==> src/rtl/hrke_pkg.sv <==
// ----------------------------------------------------------------------------
// hrke_pkg: shared types and constants
// Event slot layout, key lane results and per-report state of the HID report
// to key event converter.
// ----------------------------------------------------------------------------
package hrke_pkg;

   localparam int KEY_SLOTS  = 6;
   localparam int NUM_MODS   = 8;
   localparam int NUM_EVENTS = NUM_MODS + 2 * KEY_SLOTS;
   localparam int EVT_IDX_W  = $clog2(NUM_EVENTS);
   localparam int CSR_ADDR_W = 1;

   // Input item kinds
   localparam logic CMD_REPORT = 1'b0;
   localparam logic CMD_TICK   = 1'b1;

   // Configuration register indexes
   localparam logic [CSR_ADDR_W-1:0] REG_REPEAT_DELAY  = 1'b0;
   localparam logic [CSR_ADDR_W-1:0] REG_REPEAT_PERIOD = 1'b1;

   // Usage of the left control key; modifier bit b maps to MOD_USAGE_BASE + b
   localparam logic [7:0] MOD_USAGE_BASE = 8'hE0;

   // Emission order of the modifier bits: LShift, RShift, LCtrl, RCtrl, ...
   localparam logic [2:0] MOD_ORDER [NUM_MODS] = '{
      3'd1, 3'd5, 3'd0, 3'd4, 3'd2, 3'd6, 3'd3, 3'd7
   };

   typedef logic [KEY_SLOTS-1:0][7:0] key_set_type;

   typedef struct packed {
      logic is_new;   // key present now, absent from the previous report
      logic is_gone;  // previous key absent from the current report
   } lane_result_type;

   // One item's worth of events, emitted lowest set mask bit first
   typedef struct packed {
      logic [NUM_EVENTS-1:0]      mask;
      logic [NUM_EVENTS-1:0][7:0] code;
      logic [NUM_EVENTS-1:0]      pressed;
   } job_type;

   typedef struct packed {
      logic [7:0]  prev_mods;
      key_set_type prev_keys;
      logic [7:0]  repeat_key;
      logic [15:0] countdown;
   } kbd_state_type;

endpackage

==> src/rtl/hrke_req_if.sv <==
// ----------------------------------------------------------------------------
// hrke_req_if: input channel
// Report or tick items with valid/ready handshake.
// ----------------------------------------------------------------------------
interface hrke_req_if;
   logic       valid;
   logic       ready;
   logic       cmd;
   logic [7:0] modifier_bits;
   logic [7:0] slot_0;
   logic [7:0] slot_1;
   logic [7:0] slot_2;
   logic [7:0] slot_3;
   logic [7:0] slot_4;
   logic [7:0] slot_5;

   modport source (
      output valid, cmd, modifier_bits, slot_0, slot_1, slot_2, slot_3, slot_4, slot_5,
      input  ready
   );
   modport sink (
      input  valid, cmd, modifier_bits, slot_0, slot_1, slot_2, slot_3, slot_4, slot_5,
      output ready
   );
endinterface

==> src/rtl/hrke_rsp_if.sv <==
// ----------------------------------------------------------------------------
// hrke_rsp_if: result channel
// Key events with valid/ready handshake.
// ----------------------------------------------------------------------------
interface hrke_rsp_if;
   logic       valid;
   logic       ready;
   logic [7:0] key_code;
   logic       pressed;
   logic       last;

   modport source (output valid, key_code, pressed, last, input ready);
   modport sink   (input valid, key_code, pressed, last, output ready);
endinterface

==> src/rtl/hrke_csr_if.sv <==
// ----------------------------------------------------------------------------
// hrke_csr_if: configuration write channel
// Register index and write data with valid/ready handshake.
// ----------------------------------------------------------------------------
interface hrke_csr_if;
   logic        valid;
   logic        ready;
   logic [0:0]  addr;
   logic [15:0] data;

   modport source (output valid, addr, data, input ready);
   modport sink   (input valid, addr, data, output ready);
endinterface

==> src/rtl/hrke_slot_lane.sv <==
// ----------------------------------------------------------------------------
// hrke_slot_lane: per-slot key comparison
// Judges one slot of the new report against the previous key set, and the
// same slot of the previous report against the new key set.
// ----------------------------------------------------------------------------
module hrke_slot_lane
   import hrke_pkg::*;
(
   input  logic [7:0]      key,
   input  logic [7:0]      prev_key,
   input  key_set_type     keys,
   input  key_set_type     prev_keys,
   output lane_result_type result
);

   logic in_prev;
   logic in_curr;

   always_comb begin
      in_prev = 1'b0;
      in_curr = 1'b0;
      for (int i = 0; i < KEY_SLOTS; i++) begin
         if (prev_keys[i] == key) begin
            in_prev = 1'b1;
         end
         if (keys[i] == prev_key) begin
            in_curr = 1'b1;
         end
      end
      result.is_new  = (key != 8'd0) && !in_prev;
      result.is_gone = (prev_key != 8'd0) && !in_curr;
   end

endmodule

==> src/rtl/hrke_event_merge.sv <==
// ----------------------------------------------------------------------------
// hrke_event_merge: event list and next state
// Combines the lane results into the ordered event list of one item and
// works out the next keyboard and repeat state.
// ----------------------------------------------------------------------------
module hrke_event_merge
   import hrke_pkg::*;
(
   input  logic                           cmd,
   input  logic [7:0]                     mods,
   input  key_set_type                    keys,
   input  lane_result_type [KEY_SLOTS-1:0] lanes,
   input  kbd_state_type                  state,
   input  logic [15:0]                    repeat_delay,
   input  logic [15:0]                    repeat_period,
   output job_type                        job,
   output kbd_state_type                  next_state
);

   logic [7:0]  mod_diff;
   logic [7:0]  rk_after_press;
   logic        any_new;
   logic        rk_released;
   logic [15:0] cd_dec;
   logic [2:0]  bit_sel;

   always_comb begin
      job        = '0;
      next_state = state;
      mod_diff   = mods ^ state.prev_mods;
      rk_after_press = state.repeat_key;
      any_new     = 1'b0;
      rk_released = 1'b0;
      cd_dec      = (state.countdown != 16'd0) ? state.countdown - 16'd1 : state.countdown;
      bit_sel     = 3'd0;

      if (cmd == CMD_TICK) begin
         // Count down the live repeat key; fire and reload at zero
         if (state.repeat_key != 8'd0) begin
            if (cd_dec == 16'd0) begin
               job.mask[0]          = 1'b1;
               job.code[0]          = state.repeat_key;
               job.pressed[0]       = 1'b1;
               next_state.countdown = repeat_period;
            end else begin
               next_state.countdown = cd_dec;
            end
         end
      end else begin
         for (int e = 0; e < NUM_MODS; e++) begin
            bit_sel        = MOD_ORDER[e];
            job.mask[e]    = mod_diff[bit_sel];
            job.code[e]    = MOD_USAGE_BASE + {5'd0, bit_sel};
            job.pressed[e] = mods[bit_sel];
         end
         for (int i = 0; i < KEY_SLOTS; i++) begin
            job.mask[NUM_MODS + i]    = lanes[i].is_new;
            job.code[NUM_MODS + i]    = keys[i];
            job.pressed[NUM_MODS + i] = 1'b1;
            if (lanes[i].is_new) begin
               any_new        = 1'b1;
               rk_after_press = keys[i];
            end
         end
         for (int i = 0; i < KEY_SLOTS; i++) begin
            job.mask[NUM_MODS + KEY_SLOTS + i]    = lanes[i].is_gone;
            job.code[NUM_MODS + KEY_SLOTS + i]    = state.prev_keys[i];
            job.pressed[NUM_MODS + KEY_SLOTS + i] = 1'b0;
         end
         for (int i = 0; i < KEY_SLOTS; i++) begin
            if (lanes[i].is_gone && (state.prev_keys[i] == rk_after_press)) begin
               rk_released = 1'b1;
            end
         end
         next_state.prev_mods  = mods;
         next_state.prev_keys  = keys;
         next_state.repeat_key = rk_released ? 8'd0 : rk_after_press;
         if (any_new) begin
            next_state.countdown = repeat_delay;
         end
      end
   end

endmodule

==> src/rtl/hrke_event_emitter.sv <==
// ----------------------------------------------------------------------------
// hrke_event_emitter: event serialiser
// Holds the events of one item and sends them one per cycle, while the
// receiver takes them, through a registered output stage.
// ----------------------------------------------------------------------------
module hrke_event_emitter
   import hrke_pkg::*;
(
   input  logic           clock,
   input  logic           reset,
   input  logic           load,
   input  job_type        job,
   output logic           can_load,
   hrke_rsp_if.source     rsp
);

   job_type               job_ff, job_in;
   logic                  rsp_valid_ff, rsp_valid_in;
   logic [7:0]            key_code_ff, key_code_in;
   logic                  pressed_ff, pressed_in;
   logic                  last_ff, last_in;

   logic [NUM_EVENTS-1:0] pick;
   logic [NUM_EVENTS-1:0] rest;
   logic [EVT_IDX_W-1:0]  pick_idx;
   logic                  out_free;
   logic                  job_busy;

   always_comb begin
      pick     = job_ff.mask & (~job_ff.mask + 1'b1);
      rest     = job_ff.mask & ~pick;
      pick_idx = '0;
      for (int e = 0; e < NUM_EVENTS; e++) begin
         if (pick[e]) begin
            pick_idx = EVT_IDX_W'(e);
         end
      end
      out_free = !rsp_valid_ff || rsp.ready;
      job_busy = (job_ff.mask != '0);
      // Take a new item once the held events are gone or the last one leaves now
      can_load = !job_busy || (out_free && (rest == '0));

      job_in       = job_ff;
      rsp_valid_in = rsp_valid_ff;
      key_code_in  = key_code_ff;
      pressed_in   = pressed_ff;
      last_in      = last_ff;

      if (out_free) begin
         rsp_valid_in = job_busy;
         key_code_in  = job_ff.code[pick_idx];
         pressed_in   = job_ff.pressed[pick_idx];
         last_in      = (rest == '0);
         job_in.mask  = rest;
      end
      if (load) begin
         job_in = job;
      end
   end

   always_ff @(posedge clock) begin
      if (reset) begin
         job_ff.mask  <= '0;
         rsp_valid_ff <= 1'b0;
      end else begin
         job_ff.mask  <= job_in.mask;
         rsp_valid_ff <= rsp_valid_in;
      end
      job_ff.code    <= job_in.code;
      job_ff.pressed <= job_in.pressed;
      key_code_ff    <= key_code_in;
      pressed_ff     <= pressed_in;
      last_ff        <= last_in;
   end

   assign rsp.valid    = rsp_valid_ff;
   assign rsp.key_code = key_code_ff;
   assign rsp.pressed  = pressed_ff;
   assign rsp.last     = last_ff;

endmodule

==> src/rtl/hid_report_to_key_events.sv <==
// ----------------------------------------------------------------------------
// hid_report_to_key_events: HID boot-keyboard report to key events
// Diffs keyboard reports against the previous one and adds typematic repeat.
// ----------------------------------------------------------------------------
// Usage:
//   req_ch carries either a keyboard report (cmd = report: modifier byte and
//   six key slots) or a one millisecond tick (cmd = tick, other fields
//   ignored). rsp_ch returns key events (usage, pressed, last), with last
//   set on the final event caused by one input item; an item that causes no
//   event returns nothing. csr_ch writes the repeat delay (index 0) and the
//   repeat period (index 1); it is ready outside reset, and the user is to
//   write it only while idle (the block does not enforce this). Timing:
//   each slot has its own comparison lane; the lanes and the merge run in
//   the accept cycle and state is updated at once. The events of an item
//   then leave one per cycle while the receiver is ready; each passes
//   through the job register and then the output register before it can
//   transfer out. An item carries up to 20 events; the next item is taken
//   in the cycle its predecessor's last event moves into the output
//   register, so items follow back to back; an item with no events does
//   not hold up the next. The event output sets this one-per-cycle rate.
//   Reset clears the previous report, the repeat key and countdown, loads
//   delay 500 and period 100, and holds req_ch and csr_ch not ready. A
//   stalled receiver holds the output register and the pending events;
//   req_ch then stays not ready until the last pending event can move on.
// ----------------------------------------------------------------------------
module hid_report_to_key_events
   import hrke_pkg::*;
(
   input  logic       clock,
   input  logic       reset,
   hrke_req_if.sink   req_ch,
   hrke_rsp_if.source rsp_ch,
   hrke_csr_if.sink   csr_ch
);

   kbd_state_type                   state_ff, state_in;
   logic [15:0]                     delay_ff, delay_in;
   logic [15:0]                     period_ff, period_in;

   key_set_type                     keys;
   lane_result_type [KEY_SLOTS-1:0] lanes;
   job_type                         job;
   kbd_state_type                   merged_state;
   logic                            req_fire;
   logic                            can_load;

   // Gather the slots of the incoming report
   assign keys[0] = req_ch.slot_0;
   assign keys[1] = req_ch.slot_1;
   assign keys[2] = req_ch.slot_2;
   assign keys[3] = req_ch.slot_3;
   assign keys[4] = req_ch.slot_4;
   assign keys[5] = req_ch.slot_5;

   // One comparison lane per key slot
   for (genvar i = 0; i < KEY_SLOTS; i++) begin : g_lane
      hrke_slot_lane u_lane (
         .key       (keys[i]),
         .prev_key  (state_ff.prev_keys[i]),
         .keys      (keys),
         .prev_keys (state_ff.prev_keys),
         .result    (lanes[i])
      );
   end

   // Merge the lane results into the ordered event list
   hrke_event_merge u_merge (
      .cmd           (req_ch.cmd),
      .mods          (req_ch.modifier_bits),
      .keys          (keys),
      .lanes         (lanes),
      .state         (state_ff),
      .repeat_delay  (delay_ff),
      .repeat_period (period_ff),
      .job           (job),
      .next_state    (merged_state)
   );

   assign req_ch.ready = can_load && !reset;
   assign req_fire     = req_ch.valid && req_ch.ready;
   assign csr_ch.ready = !reset;

   // Advance the keyboard state on every item transfer
   always_comb begin
      state_in  = req_fire ? merged_state : state_ff;
      delay_in  = delay_ff;
      period_in = period_ff;
      if (csr_ch.valid && csr_ch.ready) begin
         unique case (csr_ch.addr)
            REG_REPEAT_DELAY:  delay_in  = csr_ch.data;
            REG_REPEAT_PERIOD: period_in = csr_ch.data;
            default:           delay_in  = delay_ff;
         endcase
      end
   end

   always_ff @(posedge clock) begin
      if (reset) begin
         state_ff  <= '0;
         delay_ff  <= 16'd500;
         period_ff <= 16'd100;
      end else begin
         state_ff  <= state_in;
         delay_ff  <= delay_in;
         period_ff <= period_in;
      end
   end

   // Serialise the events of each item onto the result channel
   hrke_event_emitter u_emitter (
      .clock    (clock),
      .reset    (reset),
      .load     (req_fire),
      .job      (job),
      .can_load (can_load),
      .rsp      (rsp_ch)
   );

endmodule

==> src/flat_wrapper.sv <==
// flat-port wrapper written by rule: the top's interface ports become plain ports
module hid_report_to_key_events_flat import hrke_pkg::*;
  (clock, reset, req_ch_valid, req_ch_cmd, req_ch_modifier_bits, req_ch_slot_0, req_ch_slot_1, req_ch_slot_2, req_ch_slot_3, req_ch_slot_4, req_ch_slot_5, req_ch_ready, rsp_ch_valid, rsp_ch_key_code, rsp_ch_pressed, rsp_ch_last, rsp_ch_ready, csr_ch_valid, csr_ch_addr, csr_ch_data, csr_ch_ready);
  hrke_req_if req_ch_i ();
  hrke_rsp_if rsp_ch_i ();
  hrke_csr_if csr_ch_i ();
  input  logic clock;
  input  logic reset;
  input wire logic [$bits(req_ch_i.valid)-1:0] req_ch_valid;
  input wire logic [$bits(req_ch_i.cmd)-1:0] req_ch_cmd;
  input wire logic [$bits(req_ch_i.modifier_bits)-1:0] req_ch_modifier_bits;
  input wire logic [$bits(req_ch_i.slot_0)-1:0] req_ch_slot_0;
  input wire logic [$bits(req_ch_i.slot_1)-1:0] req_ch_slot_1;
  input wire logic [$bits(req_ch_i.slot_2)-1:0] req_ch_slot_2;
  input wire logic [$bits(req_ch_i.slot_3)-1:0] req_ch_slot_3;
  input wire logic [$bits(req_ch_i.slot_4)-1:0] req_ch_slot_4;
  input wire logic [$bits(req_ch_i.slot_5)-1:0] req_ch_slot_5;
  output wire logic [$bits(req_ch_i.ready)-1:0] req_ch_ready;
  output wire logic [$bits(rsp_ch_i.valid)-1:0] rsp_ch_valid;
  output wire logic [$bits(rsp_ch_i.key_code)-1:0] rsp_ch_key_code;
  output wire logic [$bits(rsp_ch_i.pressed)-1:0] rsp_ch_pressed;
  output wire logic [$bits(rsp_ch_i.last)-1:0] rsp_ch_last;
  input wire logic [$bits(rsp_ch_i.ready)-1:0] rsp_ch_ready;
  input wire logic [$bits(csr_ch_i.valid)-1:0] csr_ch_valid;
  input wire logic [$bits(csr_ch_i.addr)-1:0] csr_ch_addr;
  input wire logic [$bits(csr_ch_i.data)-1:0] csr_ch_data;
  output wire logic [$bits(csr_ch_i.ready)-1:0] csr_ch_ready;
  assign req_ch_i.valid = req_ch_valid;
  assign req_ch_i.cmd = req_ch_cmd;
  assign req_ch_i.modifier_bits = req_ch_modifier_bits;
  assign req_ch_i.slot_0 = req_ch_slot_0;
  assign req_ch_i.slot_1 = req_ch_slot_1;
  assign req_ch_i.slot_2 = req_ch_slot_2;
  assign req_ch_i.slot_3 = req_ch_slot_3;
  assign req_ch_i.slot_4 = req_ch_slot_4;
  assign req_ch_i.slot_5 = req_ch_slot_5;
  assign req_ch_ready = req_ch_i.ready;
  assign rsp_ch_valid = rsp_ch_i.valid;
  assign rsp_ch_key_code = rsp_ch_i.key_code;
  assign rsp_ch_pressed = rsp_ch_i.pressed;
  assign rsp_ch_last = rsp_ch_i.last;
  assign rsp_ch_i.ready = rsp_ch_ready;
  assign csr_ch_i.valid = csr_ch_valid;
  assign csr_ch_i.addr = csr_ch_addr;
  assign csr_ch_i.data = csr_ch_data;
  assign csr_ch_ready = csr_ch_i.ready;
  hid_report_to_key_events u_core (.clock(clock), .reset(reset), .req_ch(req_ch_i), .rsp_ch(rsp_ch_i), .csr_ch(csr_ch_i));
endmodule
==> config.mk <==
export PLATFORM = sky130hd
export DESIGN_NAME = hid_report_to_key_events_flat
export DESIGN_NICKNAME = d
export VERILOG_FILES = /design/src/rtl/hrke_pkg.sv /design/src/rtl/hrke_req_if.sv /design/src/rtl/hrke_rsp_if.sv /design/src/rtl/hrke_csr_if.sv /design/src/rtl/hrke_slot_lane.sv /design/src/rtl/hrke_event_merge.sv /design/src/rtl/hrke_event_emitter.sv /design/src/rtl/hid_report_to_key_events.sv /design/src/flat_wrapper.sv
export SDC_FILE = /design/constraint.sdc
export NUM_CORES = 1
export LEC_CHECK = 0
export ABC_AREA = 0
export BUFFER_PORTS_ARGS = -buffer_cell sky130_fd_sc_hd__buf_2
export CAP_MARGIN = 25
export CORE_UTILIZATION = 42
export DETAILED_ROUTE_END_ITERATION = 10
export PLACE_DENSITY = 0.58
export SLEW_MARGIN = 20
export SYNTH_ARGS = -nofsm -noshare
export SYNTH_HDL_FRONTEND = slang
export SYNTH_SLANG_ARGS = --single-unit
==> constraint.sdc <==
create_clock -name clock -period 9.58 [get_ports clock]
set_input_delay 0.958 -clock clock [delete_from_list [all_inputs] [get_ports clock]]
set_output_delay 0.958 -clock clock [all_outputs]
set_load 0.02 [all_outputs]
# After elaboration in Yosys (flattened, before gate mapping)

Index checks and enable logic that the tools add are counted.

Bits in registers: 323
Word-level logic and storage cells: 325

$lt $le $gt $ge: 1
Muxes and demuxes: 134
Add/subtract/negate cells: 2
Eq/ne operators: 79
Reductions and logical operators: 63
Bitwise logic cells: 7

Operators by type and width:

| kind                                                                 | count |
|---|---|
| 8-bit == test                                                        | 78 |
| 200-bit two-way mux                                                  | 1 |
| 152-bit two-way mux                                                  | 1 |
| 8-bit nonzero test                                                   | 13 |
| 8-bit two-way mux                                                    | 12 |
| 1-bit two-way mux                                                    | 92 |
| 5-bit two-way mux                                                    | 18 |
| 16-bit two-way mux                                                   | 5 |
| 20-bit AND                                                           | 2 |
| 8-bit binary-select mux with 5-bit select                            | 1 |
| 20-bit inverter                                                      | 2 |
| 1-bit logical AND                                                    | 22 |
| 20-bit by 1-bit adder with 20-bit output, second input constant      | 1 |
| 20-bit zero test                                                     | 1 |
| 20-bit two-way mux                                                   | 1 |
| 20-bit nonzero test                                                  | 1 |
| 19-bit two-way mux                                                   | 1 |
| 16-bit zero test                                                     | 1 |
| 16-bit nonzero test                                                  | 1 |
| 16-bit by 1-bit subtractor with 16-bit output, second input constant | 1 |
| 1-bit zero test                                                      | 15 |
| 13-bit two-way mux                                                   | 1 |
| 8-bit XOR                                                            | 1 |
| 5-bit by 6-bit < comparator with 1-bit output, second input constant | 1 |
| other kinds (7)                                                      | 13 |

# Depth between registers and ports, before layout

Gate-level depths: netlist of the first run.

Depth in word-level cells: 26
Gate-level depth with buffers: 17
Mapped depth without buffers: 13

# Hierarchy

Synthesis of the first run repeated with hierarchy kept, for this count alone.

Cell total of the unflattened synthesis: 2887
Area, all modules: 26083.8 µm²

By module, submodules not included:

| module                   | cells an instance | seq. area each (µm²) | area each (µm²) | times used |
|---|---|---|---|---|
| hrke_event_emitter       | 721               | 6125.9               | 8737.1          | 1 |
| hrke_slot_lane           | 154               | 0.0                  | 1292.5          | 6 |
| hid_report_to_key_events | 491               | 2242.2               | 4809.6          | 1 |
| hrke_event_merge         | 751               | 0.0                  | 4782.1          | 1 |

# Least setup slack after synthesis of the first run

OpenSTA, ideal clock, no wires.

Path type: register to register
Start point: register u_core.u_emitter.job_ff[190] (netlist name)
End point: register u_core.state_ff[16] (netlist name)
Required time: 9.492 ns
Setup slack: 1.267 ns
Setup time: 0.088 ns
Stages on the path, launching flop included: 15
Arrival: 8.225 ns
Cell sequence: dfxtp_1 clkbuf_1 nor4_1 and2_1 nand3_1 nor2_1 nand2_1 maj3_1 nor3_1 a21oi_1 nor2_1 nand2_1 a31oi_1 nand3_1 o31ai_1

Longest elaborated chain between the ends: 11
Elaborated cells between the ends (all ways): 13

RTL lines:

| element                                  | RTL line                        | text |
|---|---|---|
| from (decl)                              | hrke_event_emitter.sv:17        | `job_type job_ff, job_in;` |
| 20-bit inverter                          | hrke_event_emitter.sv:30        | `pick = job_ff.mask & (~job_ff.mask + 1'b1);` |
| 20-bit by 1-bit adder with 20-bit output | hrke_event_emitter.sv:30        |  |
| 20-bit AND                               | hrke_event_emitter.sv:30        |  |
| 20-bit inverter                          | hrke_event_emitter.sv:31        | `rest = job_ff.mask & ~pick;` |
| 20-bit AND                               | hrke_event_emitter.sv:31        |  |
| 20-bit zero test                         | hrke_event_emitter.sv:41        | `can_load = !job_busy \|\| (out_free && (rest == '0));` |
| 1-bit logical AND                        | hrke_event_emitter.sv:41        |  |
| 1-bit logical OR *                       | hrke_event_emitter.sv:41        |  |
| 1-bit logical AND *                      | hid_report_to_key_events.sv:79  | `assign req_ch.ready = can_load && !reset;` |
| 1-bit logical AND *                      | hid_report_to_key_events.sv:80  | `assign req_fire = req_ch.valid && req_ch.ready;` |
| named net u_core.req_fire                | hid_report_to_key_events.sv:44  | `logic req_fire;` |
| 2-bit AND reduction (no source line) *   | -                               |  |
| to (signal assigned)                     | hid_report_to_key_events.sv:103 | `state_ff <= state_in;` |
| to (decl)                                | hid_report_to_key_events.sv:36  | `kbd_state_type state_ff, state_in;` |

The timed path passes the listed nets; every way through them passes the cells marked *.
A chain may end at the register's enable or synchronous reset.

# Worst setup path in the final report of the first run

Start point: register u_core.state_ff[44] (netlist name)
End point: register u_core.state_ff[22] (netlist name)

Longest elaborated chain between the ends: 24
Elaborated cells between the ends (all ways): 84

RTL lines:

| element                         | RTL line                                   | text |
|---|---|---|
| 8-bit == test                   | hrke_slot_lane.sv:23, hrke_slot_lane.sv:26 |  |
| 1-bit two-way mux (4 in series) | hrke_slot_lane.sv:23                       | `if (prev_keys[i] == key) begin` |
| 1-bit zero test                 | hrke_slot_lane.sv:30                       | `result.is_new = (key != 8'd0) && !in_prev;` |
| 1-bit logical AND               | hrke_slot_lane.sv:30                       |  |
| 8-bit two-way mux (6 in series) | hrke_event_merge.sv:60                     | `if (lanes[i].is_new) begin` |
| 8-bit two-way mux               | hrke_event_merge.sv:37                     | `if (cmd == CMD_TICK) begin` |
| 8-bit == test                   | hrke_event_merge.sv:71                     | `if (lanes[i].is_gone && (state.prev_keys[i] == rk_after_press)) begin` |
| 1-bit logical AND               | hrke_event_merge.sv:71                     |  |
| 1-bit two-way mux (6 in series) | hrke_event_merge.sv:71                     |  |
| 1-bit two-way mux               | hrke_event_merge.sv:37                     |  |
| 8-bit two-way mux *             | hrke_event_merge.sv:77                     | `next_state.repeat_key = rk_released ? 8'd0 : rk_after_press;` |

Mark *: on every way between the ends. The rest lies on a longest branch, timed or not. The select of a mux whose other input is x is not followed.

==> results of run 1 <==
## final cells by class
| class | instances | share of cell area |
|---|---|---|
| diodes | 2 | 0.000267 |
| clock buffers | 35 | 0.0420 |
| clock inverters | 20 | 0.0167 |
| inverters | 38 | 0.00760 |
| multi-input cells | 1565 | 0.519 |
| flip-flops and latches | 256 | 0.338 |
| well taps | 525 | 0.0350 |
| repair buffers | 131 | 0.0413 |
## power by group
group          switching [mW]  total (mW)  internal [mW]
logic                   0.715        1.08          0.370
clock network           0.491        1.27          0.781
registers               0.105        1.37           1.27
## state kept, by name (all words and copies together) (netlist names)
register,cells
u_core.u_emitter.rsp.pressed,1
u_core.delay_ff,16
u_core.u_emitter.rsp.valid,1
u_core.u_emitter.rsp.last,1
u_core.u_emitter.rsp.key_code,8
u_core.period_ff,16
u_core.state_ff,80
u_core.u_emitter.job_ff,133
## per-stage QoR
stage | total power, mW | setup WS (ns)
after detailed placement | 2.46 | 4.38
after global routing | 3.89 | 4.31
after global placement | 2.45 | 4.18
after CTS | 3.74 | 4.62
after floorplan | 2.12 | 1.27
final | 3.73 | 4.42
## worst max-delay path by stage
stage | start | end | slack (ns) | cells after the start
6_report | u_core.state_ff[44] | u_core.state_ff[22] | 4.42 | 12
5_1_grt | u_core.u_emitter.job_ff[180] | u_core.state_ff[22] | 4.31 | 12
4_1_cts | u_core.state_ff[24] | u_core.state_ff[22] | 4.62 | 12
3_5_place_dp | req_ch_slot_5[4] | u_core.state_ff[22] | 4.38 | 13
3_3_place_gp | req_ch_slot_1[1] | u_core.state_ff[22] | 4.18 | 14
2_1_floorplan | u_core.u_emitter.job_ff[190] | u_core.state_ff[16] | 1.27 | 14
## cells by family after synthesis
| group | after synthesis | synth area share |
|---|---|---|
| AOI/OAI and AO/OA | 404 | 0.156 |
| xor gates and xnor gates | 324 | 0.166 |
| adders and majority gates | 5 | 0.00322 |
| buffers and inverters | 233 | 0.0618 |
| DFF | 256 | 0.372 |
| muxes | 6 | 0.00403 |
| and+or+nand+nor | 826 | 0.237 |
## cells in the final DEF (no fill, tap or decap), types with 6 or more instances in the layout
master	instances
sky130_fd_sc_hd__nand2_1	315
sky130_fd_sc_hd__xor2_1	215
sky130_fd_sc_hd__nor2_1	133
sky130_fd_sc_hd__a21oi_1	133
sky130_fd_sc_hd__dfxtp_1	133
sky130_fd_sc_hd__edfxtp_1	123
sky130_fd_sc_hd__xnor2_1	109
sky130_fd_sc_hd__buf_2	89
sky130_fd_sc_hd__nor2b_1	87
sky130_fd_sc_hd__nor4_1	81
sky130_fd_sc_hd__o21ai_0	54
sky130_fd_sc_hd__a211oi_1	48
sky130_fd_sc_hd__nand3_1	40
sky130_fd_sc_hd__buf_4	40
sky130_fd_sc_hd__nand4_1	38
sky130_fd_sc_hd__nor3_1	37
sky130_fd_sc_hd__inv_1	36
sky130_fd_sc_hd__clkbuf_16	30
sky130_fd_sc_hd__a31oi_1	23
sky130_fd_sc_hd__o31ai_1	20
sky130_fd_sc_hd__or3_1	19
sky130_fd_sc_hd__a22oi_1	18
sky130_fd_sc_hd__and2_0	16
sky130_fd_sc_hd__a311oi_1	15
sky130_fd_sc_hd__and3_1	14
sky130_fd_sc_hd__and2_1	12
sky130_fd_sc_hd__o22ai_1	8
sky130_fd_sc_hd__o2111ai_1	7
sky130_fd_sc_hd__bufinv_16	7
sky130_fd_sc_hd__clkinv_1	6
sky130_fd_sc_hd__a22o_1	6
sky130_fd_sc_hd__o32ai_1	6
## routing by layer
metal	wire, µm	up-vias	global-route usage
met4	3500	2	0.154
met1	30500	7767	0.482
met5	12	-	0
met3	7050	209	0.0593
li1	-	7147	-
met2	29800	911	0.494
## cells in the mapped netlist, types with 12 or more instances
library cell               number  area share
sky130_fd_sc_hd__nor3_1        38       0.011
sky130_fd_sc_hd__nor2_1       134       0.029
sky130_fd_sc_hd__xor2_1       215        0.11
sky130_fd_sc_hd__a22oi_1       18      0.0079
sky130_fd_sc_hd__and2_0        16      0.0059
sky130_fd_sc_hd__dfxtp_1      133        0.16
sky130_fd_sc_hd__nand2_1      316       0.069
sky130_fd_sc_hd__nand4_1       38       0.014
sky130_fd_sc_hd__or3_1         19      0.0070
sky130_fd_sc_hd__and3_1        14      0.0051
sky130_fd_sc_hd__clkbuf_1      73       0.016
sky130_fd_sc_hd__and2_1        12      0.0044
sky130_fd_sc_hd__a31oi_1       23      0.0084
sky130_fd_sc_hd__a211oi_1      48       0.021
sky130_fd_sc_hd__xnor2_1      109       0.056
sky130_fd_sc_hd__buf_2         97       0.028
sky130_fd_sc_hd__a311oi_1      15      0.0077
sky130_fd_sc_hd__buf_1         12      0.0026
sky130_fd_sc_hd__o31ai_1       21      0.0092
sky130_fd_sc_hd__nand3_1       40       0.012
sky130_fd_sc_hd__nor4_1        81       0.030
sky130_fd_sc_hd__o21ai_0       54       0.016
sky130_fd_sc_hd__inv_1         36      0.0079
sky130_fd_sc_hd__nor2b_1       87       0.032
sky130_fd_sc_hd__edfxtp_1     123        0.22
sky130_fd_sc_hd__a21oi_1      133       0.039
## worst max-delay path: stages, from the launching register on
cell                       delay, ns
sky130_fd_sc_hd__dfxtp_1        1.11
sky130_fd_sc_hd__xor2_1         0.32
sky130_fd_sc_hd__nor4_1         0.13
sky130_fd_sc_hd__nor4_1         0.58
sky130_fd_sc_hd__nand2_1        0.58
sky130_fd_sc_hd__nand3_1        0.41
sky130_fd_sc_hd__a22oi_1        0.22
sky130_fd_sc_hd__a211oi_1       0.27
sky130_fd_sc_hd__nand4_1        0.17
sky130_fd_sc_hd__or4_1          0.56
sky130_fd_sc_hd__o32ai_1        0.31
sky130_fd_sc_hd__mux2_4         0.27
sky130_fd_sc_hd__o31ai_1        0.07
==> results by stage, run 1 <==
Layout:
- The area of the multi-input gates is 0.00974 mm².
- The fraction of final layout cells with drive strength greater than 1 is 0.100.
- The sequential cell area is 0.00636 mm².
- At the end of the flow, the number of nets in the layout was 2103.
- Measured on the finished design, the core utilization comes to 0.470.
- The final-layout fill cell count is 3953.
- The number of cells in the finished layout apart from fillers is 2572.
- The post-synthesis to final-layout area growth is 9.87%.
- Summing all non-filler instances in the final layout gives an area of 0.0188 mm².

Drt:
- Dividing the detail-routed via count by the number of cells gives 6.23.
- Before antenna repair, the detailed router went through 6 iterations.
- For this block, the routed nets add up to 70800 µm of wire.
- The total vias in the final route is 16000.
- The final routed wire length divided by cell count is 27.5 µm.
- After the first detailed-routing iteration, the DRC count stood at 1852.
- After detailed routing, the number of remaining DRC violations is 0.
- Once detail routing completed, the nets flagged for antenna violations numbered 0.

Place:
- The placed instance count is 2513.
- Once placement finished, the instance area stood at 0.0176 mm².
- The congestion estimate from routability-driven global placement came to 1.05.
- In this run the tool buffered the top-level ports with 91 buffer cells.
- The wire-length estimate of the detail-placed layout is 47800 µm.

Synth:
- In this run, synthesis inferred 123 flip-flops with an integrated enable.
- The register bit total from synthesis is 256.
- For this run, the register share of the synthesized area comes to 0.372.
- The synthesized area per cell is 8.32 µm².
- Counting flops with an async set or reset pin after synthesis yields a share of 0.
- The total standard cell area after synthesis is 0.0171 mm².
- Among all flip-flop cells after synthesis, the most frequent one is sky130_fd_sc_hd__dfxtp_1.
- The number of warning messages in the yosys log is 0.
- The number of nets in the synthesized netlist is 2135.
- The post-synthesis cell count is 2054.
- The number of different library cells used by synthesis comes to 82.

Critical path:
- For the worst setup path, the data required time is 10.02 ns.
- The data arrival at the endpoint of the critical path is 5.60 ns.
- The worst setup path is launched from a flop.
- In this run the critical register-to-register path is captured at u_core.state_ff[22].
- The worst reg-to-reg setup slack is 4.42 ns.
- The maximum fanout along the worst path is 18.
- STA classifies the critical path endpoint as a flop.
- The number of cells on the worst reg-to-reg path is 12.
- The setup path with the least slack is of type flop to flop.
- The worst register-to-register path begins at u_core.state_ff[44].

Floorplanning:
- The floorplan has 73 rows.
- The horizontal die dimension is 204 µm.
- The initial standard-cell utilization of the core is 0.428.
- The floorplan die height is 204 µm.
- The region available for standard cell placement spans 0.0399 mm².
- The die covers 0.0415 mm².
- In this run the count of I/O pins placed on the die edge is 92.

Flow run:
- The tool flagged a number of max-cap violations equal to 0.

Clock network:
- Post-CTS repair changed the size of 0 cells.
- The number of buffers created by CTS is 30.
- CTS placed an instance of sky130_fd_sc_hd__clkbuf_16 at the clock tree root.
- The number of setup buffers added after CTS is 0.
- The number of H-tree levels is 1.
- For this design, the sink count on the clock tree is 256.
- Counting along the longest clock path gives a buffer depth of 3.
- At the later pin of the worst-skew pair, clock insertion delay measures 0.59 ns.
- TritonCTS built the clock tree.
- The post-cts hold buffer count is 0.
- The clock input transition at the sequential cells of the worst setup and hold paths is 0.06 ns.

Timing:
- The final hold violation count is 0.
- Setup repair after global routing left no endpoint under its margin.
- The number of max-slew violations in the final report is 0.
- The slew at the pin closest to its max-slew limit is 1.20 ns.
- The post-route clock period utilization is 0.539.
- The clock arrives with 0.0110 ns of skew.
- The summed negative setup slack over all endpoints is 0 ns.
- The worst hold slack after final layout is 0.455 ns.
- The achievable frequency is 0.194 GHz.
- The worst pin sits at a relative slew slack of 0.201.
- Setup violations remaining at the end of the flow were counted as 0.
- The worst path in the final design needs a cycle of 5.16 ns, including I/O delays and setup.

Pwr:
- For this design the static power due to leakage is 7.09 nW.
- Dividing total power by cell area gives a power density of 199 mW/mm².
- IR analysis of the VDD net gives a maximum drop of 0.000144 V.

Global route:
- The total overflow left after global routing is 0.
- The overall fraction of global-route tracks in use is 0.338.
- The initial antenna violation count came to 2.
- The first-pass GRT wire length is 103000 µm.
- Entering global routing, the biggest net connects 87 pins.
- The number of global-route vias before repair is 15100.

Min path:
- The startpoint identified for the worst hold timing path is u_core.state_ff[40].
- The end point of the most critical hold path is u_core.state_ff[40].
- In this run the worst hold path is classified as flop to flop.
- Counting instances, the worst hold path has a depth of 2.

Status:
- The run finished with clean final reports.
Note: power is estimated with default switching activity, not from simulation.
==> run 2, diff against run 1 <==
- clock period: 9.58 -> 5.3 ns (I/O delays scaled with it)
==> results by stage, run 2 (synthesis gave the netlist of run 1 again) <==
Status:
- The flow ran to the end, and the final reports show no timing, DRC or antenna violations.

Drt:
- The number of remaining DRC errors is 0.
- The first detailed-routing pass took 5 iterations.
- For this block, the routed nets add up to 70200 µm of wire.
- The iteration-0 DRC count of the detailed router is 1655.
- The final routed wire length divided by cell count is 26.7 µm.
- The detail route stage leaves a number of antenna-violating nets equal to 0.
- Detailed routing inserted a total of 16000 vias.
- Dividing the detail-routed via count by the number of cells gives 6.09.

Critical path:
- The count of buffer and inverter cells on the critical path is 0.
- The data arrival at the endpoint of the critical path is 5.26 ns.
- The critical path data required time is 5.75 ns.
- In this design, the critical path's most frequently occurring cell is sky130_fd_sc_hd__o31ai_1.
- For this run, the slowest stage of the critical path takes 0.93 ns.
- Traced cell by cell, the critical path runs through xor2_1 > nor4_1 > nand2_1 > and3_1 > and2_0 > o31ai_1 > o31ai_1 > a2bb2oi_1 > nand4_1 > or4_1 > o32ai_1 > mux2_4 > o31ai_1.
- The worst reg-to-reg setup slack is 0.50 ns.
- The category of the worst setup path launch point is a flop.
- The maximum fanout along the worst path is 15.
- STA classifies the critical path endpoint as a flop.
- The critical path class is flop to flop.
- The cell with the biggest individual delay on the critical path is sky130_fd_sc_hd__dfxtp_1.
- On the critical path the largest part of the delay comes from simple AND/OR/NAND/NOR gates.

Global route:
- Entering global routing, the biggest net connects 117 pins.
- The first-pass GRT wire length is 102000 µm.
- The overall overflow remaining after global route is 0.
- Across every metal layer, demand over resource in global routing totals 0.338.
- The number of global-route vias before repair was 15200.
- The initial antenna violation count is 1.

Clock network:
- The count of instances resized after the clock tree is built is 0.
- The post-cts hold buffer count is 0.
- The clock insertion delay at the later pin of the skew report is 0.60 ns.
- TritonCTS built the clock tree.
- The maximum clock insertion buffer count is 3.
- The clock drives 256 sinks.
- After clock tree synthesis, the clock-pin slew on the worst setup and hold paths is 0.07 ns.
- In this run the post-CTS setup repair buffer count came out at 0.
- TritonCTS created 30 clock buffers.
- The clock root buffer is sky130_fd_sc_hd__clkbuf_16.
- The number of H-tree levels is 1.

Floorplanning:
- The number of rows in the core area is 73.
- The floorplan die height is 204 µm.
- The number of top-level design ports is 92.
- The area of the core is 0.0399 mm².
- The initial utilization of the core area, before any placement, comes to 0.428.
- In this run the horizontal extent of the chip is 204 µm.
- The die covers 0.0415 mm².

Timing:
- The post-route clock period utilization is 0.906.
- The number of max-slew violations in the final report is 0.
- Setup violations remaining at the end of the flow were counted as 0.
- The achievable frequency is 0.208 GHz.
- The worst pin sits at a relative slew slack of 0.322.
- The slew at the pin closest to its max-slew limit is 1.02 ns.
- The tightest hold path in the finished design has a slack of 0.132 ns.
- The worst path in the final design needs a cycle of 4.80 ns, including I/O delays and setup.
- Setup repair after global routing left no endpoint under its margin.
- The final hold violation count is 0.
- On the final layout, the worst clock skew is 0.0141 ns.
- The summed negative setup slack over all endpoints is 0 ns.

Pwr:
- The total power consumption of the routed design is 6.73 mW.
- Power spread over the standard cell area amounts to 351 mW/mm².
- The leakage power is 7.37 nW.
- Across the VDD grid, the largest voltage drop is 0.000276 V.

Layout:
- The post-synthesis to final-layout area growth is 12.3%.
- u_core.u_emitter.job_ff holds more flip-flops than any other register.
- The fraction of final layout cells with drive strength greater than 1 is 0.123.
- The register with the most flip-flops in the layout has 133 of them.
- Leaving out fill and tap cells, the most frequent cell in the layout is sky130_fd_sc_hd__nand2_1.
- With fillers left out, the area of the finished cells amounts to 0.0192 mm².
- At the end of the flow, the number of nets in the layout was 2155.
- In the final layout, the registers with the most flip-flops are u_core.u_emitter.job_ff: 133 flops, u_core.state_ff: 80 flops.
- The library cells used most frequently in the layout, excluding fill and tap cells, are 315 x sky130_fd_sc_hd__nand2_1, 215 x sky130_fd_sc_hd__xor2_1, 133 x sky130_fd_sc_hd__nor2_1, 133 x sky130_fd_sc_hd__a21oi_1, 133 x sky130_fd_sc_hd__dfxtp_1.
- For this run, the share of the core covered by cells in the final layout is 0.481.

Place:
- The number of port buffers is 91.
- The HPWL after detailed placement is 51000 µm.
- The global placement routability congestion is 1.01.
- Once placement finished, the instance area stood at 0.0181 mm².

Flow run:
- The number of max-cap violations is 0.

Min path:
- The worst hold path class is input port to flop.
==> run 2: cell count changes in the layout (fill, tap and decap cells not counted), sizes merged <==
cell / previous run / this run
buf: 131 / 183
clkinv: 12 / 14
clkinvlp: 1 / 3
diode: 2 / 3
bufinv: 7 / 6
inv: 38 / 37
clkbuf: 35 / 34
==> run 2: final timing paths <==
| check | cells past startpoint | endpoint | startpoint |
|---|---|---|---|
| min reg2reg | 2 | u_core.period_ff[7] | u_core.period_ff[7] |
| min | 3 | u_core.period_ff[11] | csr_ch_data[11] |
| max reg2reg | 13 | u_core.state_ff[19] | u_core.state_ff[45] |
| max | 13 | u_core.state_ff[19] | u_core.state_ff[45] |
==> run 2: final cells by class <==
type	instances	area [µm²]
antenna	3	7.51
clock buffer	34	766
clock inverter	22	298
fill	3883	20700
inverter	38	143
multi-input combinational	1565	9730
sequential	256	6360
tap	525	657
timing repair buffer	183	1230
==> run 2: where the power goes <==
part	internal (mW)	leakage, nW	switching, mW
Clock	1.34	0.516	0.890
Combinational	0.721	4.58	1.32
Sequential	2.29	2.28	0.177
==> run 2: routing by layer <==
metal | GRT usage | vias up | wire, µm | part of all wire
li1 | - | 7251 | - | -
met1 | 0.478 | 7839 | 31100 | 0.44
met2 | 0.517 | 774 | 30500 | 0.44
met3 | 0.0516 | 135 | 6050 | 0.086
met4 | 0.123 | 2 | 2470 | 0.035
met5 | 0 | - | 13 | 0.00019
==> run 2: worst register-to-register path, stage by stage (launching register included) <==
cell                        delay (ns)
sky130_fd_sc_hd__dfxtp_1          0.93
sky130_fd_sc_hd__xor2_1           0.23
sky130_fd_sc_hd__nor4_1           0.07
sky130_fd_sc_hd__nand2_1          0.11
sky130_fd_sc_hd__and3_1           0.29
sky130_fd_sc_hd__and2_0           0.67
sky130_fd_sc_hd__o31ai_1          0.21
sky130_fd_sc_hd__o31ai_1          0.65
sky130_fd_sc_hd__a2bb2oi_1        0.21
sky130_fd_sc_hd__nand4_1          0.11
sky130_fd_sc_hd__or4_1            0.55
sky130_fd_sc_hd__o32ai_1          0.30
sky130_fd_sc_hd__mux2_4           0.26
sky130_fd_sc_hd__o31ai_1          0.07
==> run 2: through the flow <==
| step | setup slack [ns] | cells |
|---|---|---|
| 2_1_floorplan | 0.398 | 2054 |
| 3_3_place_gp | 0.563 | 2567 |
| 4_1_cts | 0.562 | 2623 |
| 5_1_grt | 0.232 | 2623 |
| 6_report | 0.496 | 2626 |
| 3_5_place_dp | 0.549 | 2567 |
==> run 3, diff against run 2 <==
- CORE_ASPECT_RATIO: not set -> 0.5
- CORE_UTILIZATION: 42 -> 45
- PLACE_DENSITY: 0.58 -> 0.62
==> results by stage, run 3 (synthesis gave the netlist of run 1 again) <==
Drt:
- The first TritonRoute pass finished after 9 iterations.
- The number of remaining DRC errors is 0.
- The routed layout has 16400 vias.
- The detail route stage leaves a number of antenna-violating nets equal to 0.
- The iteration-0 DRC count of the detailed router is 2093.
- The post-detailed-route via-to-cell ratio is 6.20.
- After detailed routing, the average wire length per cell comes to 28.1 µm.
- The detailed-route wire length is 74200 µm.

Global route:
- The first global-routing pass estimated 106000 µm of wire.
- The number of global-route vias before repair is 15100.
- The fraction of met2 tracks used by global routing is 0.503.
- The pin count of the biggest net entering global routing is 117.
- For this run the aggregate overflow at the end of global routing stands at 0.
- The global-route met1 utilization is 0.537.
- The global routing stage identified its most utilized layer as met1.
- Across every metal layer, demand over resource in global routing totals 0.375.
- The initial antenna violation count is 6.
- The routing usage on met3 is 0.157.

Layout:
- The fraction of final layout cells with drive strength greater than 1 is 0.144.
- The top register by number of flip-flops is u_core.u_emitter.job_ff.
- In the layout the commonest cells are 315 x sky130_fd_sc_hd__nand2_1, 215 x sky130_fd_sc_hd__xor2_1, 144 x sky130_fd_sc_hd__buf_4.
- In the final layout, the registers with the most flip-flops are u_core.u_emitter.job_ff: 133 flops, u_core.state_ff: 80 flops.
- The library cell used most frequently in the layout, excluding fill and tap cells, is sky130_fd_sc_hd__nand2_1.
- The post-synthesis to final-layout area growth is 13.8%.
- After the last flow step, the layout net total stands at 2207.
- The finished cells cover 0.0194 mm².
- The post-route core utilization is 0.520.
- For this run, the number of standard cells in the final layout without fillers is 2643.
- The register with the most flip-flops in the layout has 133 of them.

Clock network:
- The number of clock sinks is 256.
- The maximum clock insertion buffer count is 3.
- After clock tree synthesis, the clock-pin slew on the worst setup and hold paths is 0.07 ns.
- The number of clock buffers added by TritonCTS is 26.
- The clock root buffer is sky130_fd_sc_hd__clkbuf_16.
- The count of instances resized after the clock tree is built is 0.
- The number of H-tree levels is 1.
- The later pin in the worst-skew pair is clocked with a latency of 0.57 ns.
- The total setup buffers inserted after CTS is 0.
- TritonCTS built the clock tree.
- After clock tree synthesis, the flow added hold-fix buffers numbering 0.

Critical path:
- The critical path class is flop to flop.
- The data arrival at the endpoint of the critical path is 5.25 ns.
- The capturing element type of the critical path is a flop.
- The worst setup path is launched from a flop.
- For the worst setup path, the data required time is 5.74 ns.
- The maximum fanout along the worst path is 9.

Status:
- The flow ran to the end, and the final reports show no timing, DRC or antenna violations.

Place:
- Port buffering added 91 buffers.
- At the end of routability-driven placement, the weighted congestion stood at 1.09.
- The worst-case setup slack after placement is 0.806 ns.
- The placed instance count is 2592.
- The post-detailed-placement cell area is 0.0185 mm².
- The estimated wirelength of the detail-placed design is 55500 µm.

Timing:
- At the pin with the least slew margin, the transition time is 1.16 ns.
- The final critical-path required period is 4.81 ns.
- Dividing the final minimum period by the clock period gives 0.907.
- The setup violation total in the final timing report is 0.
- The clock arrives with 0.0158 ns of skew.
- The worst hold slack after final layout is 0.167 ns.
- The achievable frequency is 0.208 GHz.
- Measured against its own limit, the worst slew margin works out to 0.221.
- The number of max-slew violations in the final report is 0.
- The final worst setup slack is 0.491 ns.
- The summed negative setup slack over all endpoints is 0 ns.
- Setup repair after global routing left no endpoint under its margin.
- The final hold violation count is 0.

Floorplanning:
- The total die area is 0.0388 mm².
- The floorplan die height is 140 µm.
- The initial standard-cell utilization of the core is 0.457.
- The core region is 0.0374 mm².
- The horizontal die dimension is 278 µm.
- The number of top-level design ports is 92.
- After floorplanning, the core was divided into 50 placement rows.

Pwr:
- The total power consumption of the routed design is 6.62 mW.
- For this design the ratio of total power to cell area is 340 mW/mm².
- Summed over all cells, the static leakage comes to 7.58 nW.
- VDD sags by at most 0.000224 V.

Flow run:
- The tool flagged a number of max-cap violations equal to 0.

Min path:
- The worst hold path class is input port to flop.
## run 3: cell type report
cell class	count	area, µm²
Antenna cell	3	7.51
Clock buffer	29	693
Clock inverter	19	248
Fill cell	3597	18000
Inverter	38	143
Multi-Input combinational cell	1565	9740
Sequential cell	256	6360
Tap cell	494	618
Timing Repair Buffer	239	1640
## run 3: path summary, 6_finish.rpt
check / startpoint / slack (ns) / cells after the start / to
worst max-delay path: u_core.state_ff[53] / 0.49 / 15 / u_core.state_ff[23]
worst max register to register: u_core.state_ff[53] / 0.49 / 15 / u_core.state_ff[23]
worst min-delay path: csr_ch_data[1] / 0.17 / 3 / u_core.period_ff[1]
worst min register to register: u_core.period_ff[7] / 0.45 / 2 / u_core.period_ff[7]
## run 3: power breakdown
group / switching (mW) / internal (mW)
logic: 1.37 / 0.743
clock network: 0.853 / 1.20
registers: 0.169 / 2.29
## run 3: worst max-delay path, stage by stage, from the launching register on
cell and delay [ns]:
sky130_fd_sc_hd__dfxtp_1 0.96, sky130_fd_sc_hd__buf_4 0.27, sky130_fd_sc_hd__xor2_1 0.13, sky130_fd_sc_hd__nor4_1 0.06
sky130_fd_sc_hd__nand2_1 0.18, sky130_fd_sc_hd__and4_1 0.38, sky130_fd_sc_hd__nand3b_1 0.16, sky130_fd_sc_hd__buf_4 0.20
sky130_fd_sc_hd__a311oi_1 0.53, sky130_fd_sc_hd__nor2_1 0.17, sky130_fd_sc_hd__a222oi_1 0.36, sky130_fd_sc_hd__o2111ai_1 0.19
sky130_fd_sc_hd__or4_1 0.47, sky130_fd_sc_hd__o32ai_1 0.30, sky130_fd_sc_hd__mux2_4 0.26, sky130_fd_sc_hd__o31ai_1 0.08
## run 3: metal layers
metal,vias to the layer above,wire [µm]
met5,-,27
met4,4,2400
met3,174,10100
met2,916,28300
met1,7944,33300
li1,7358,-
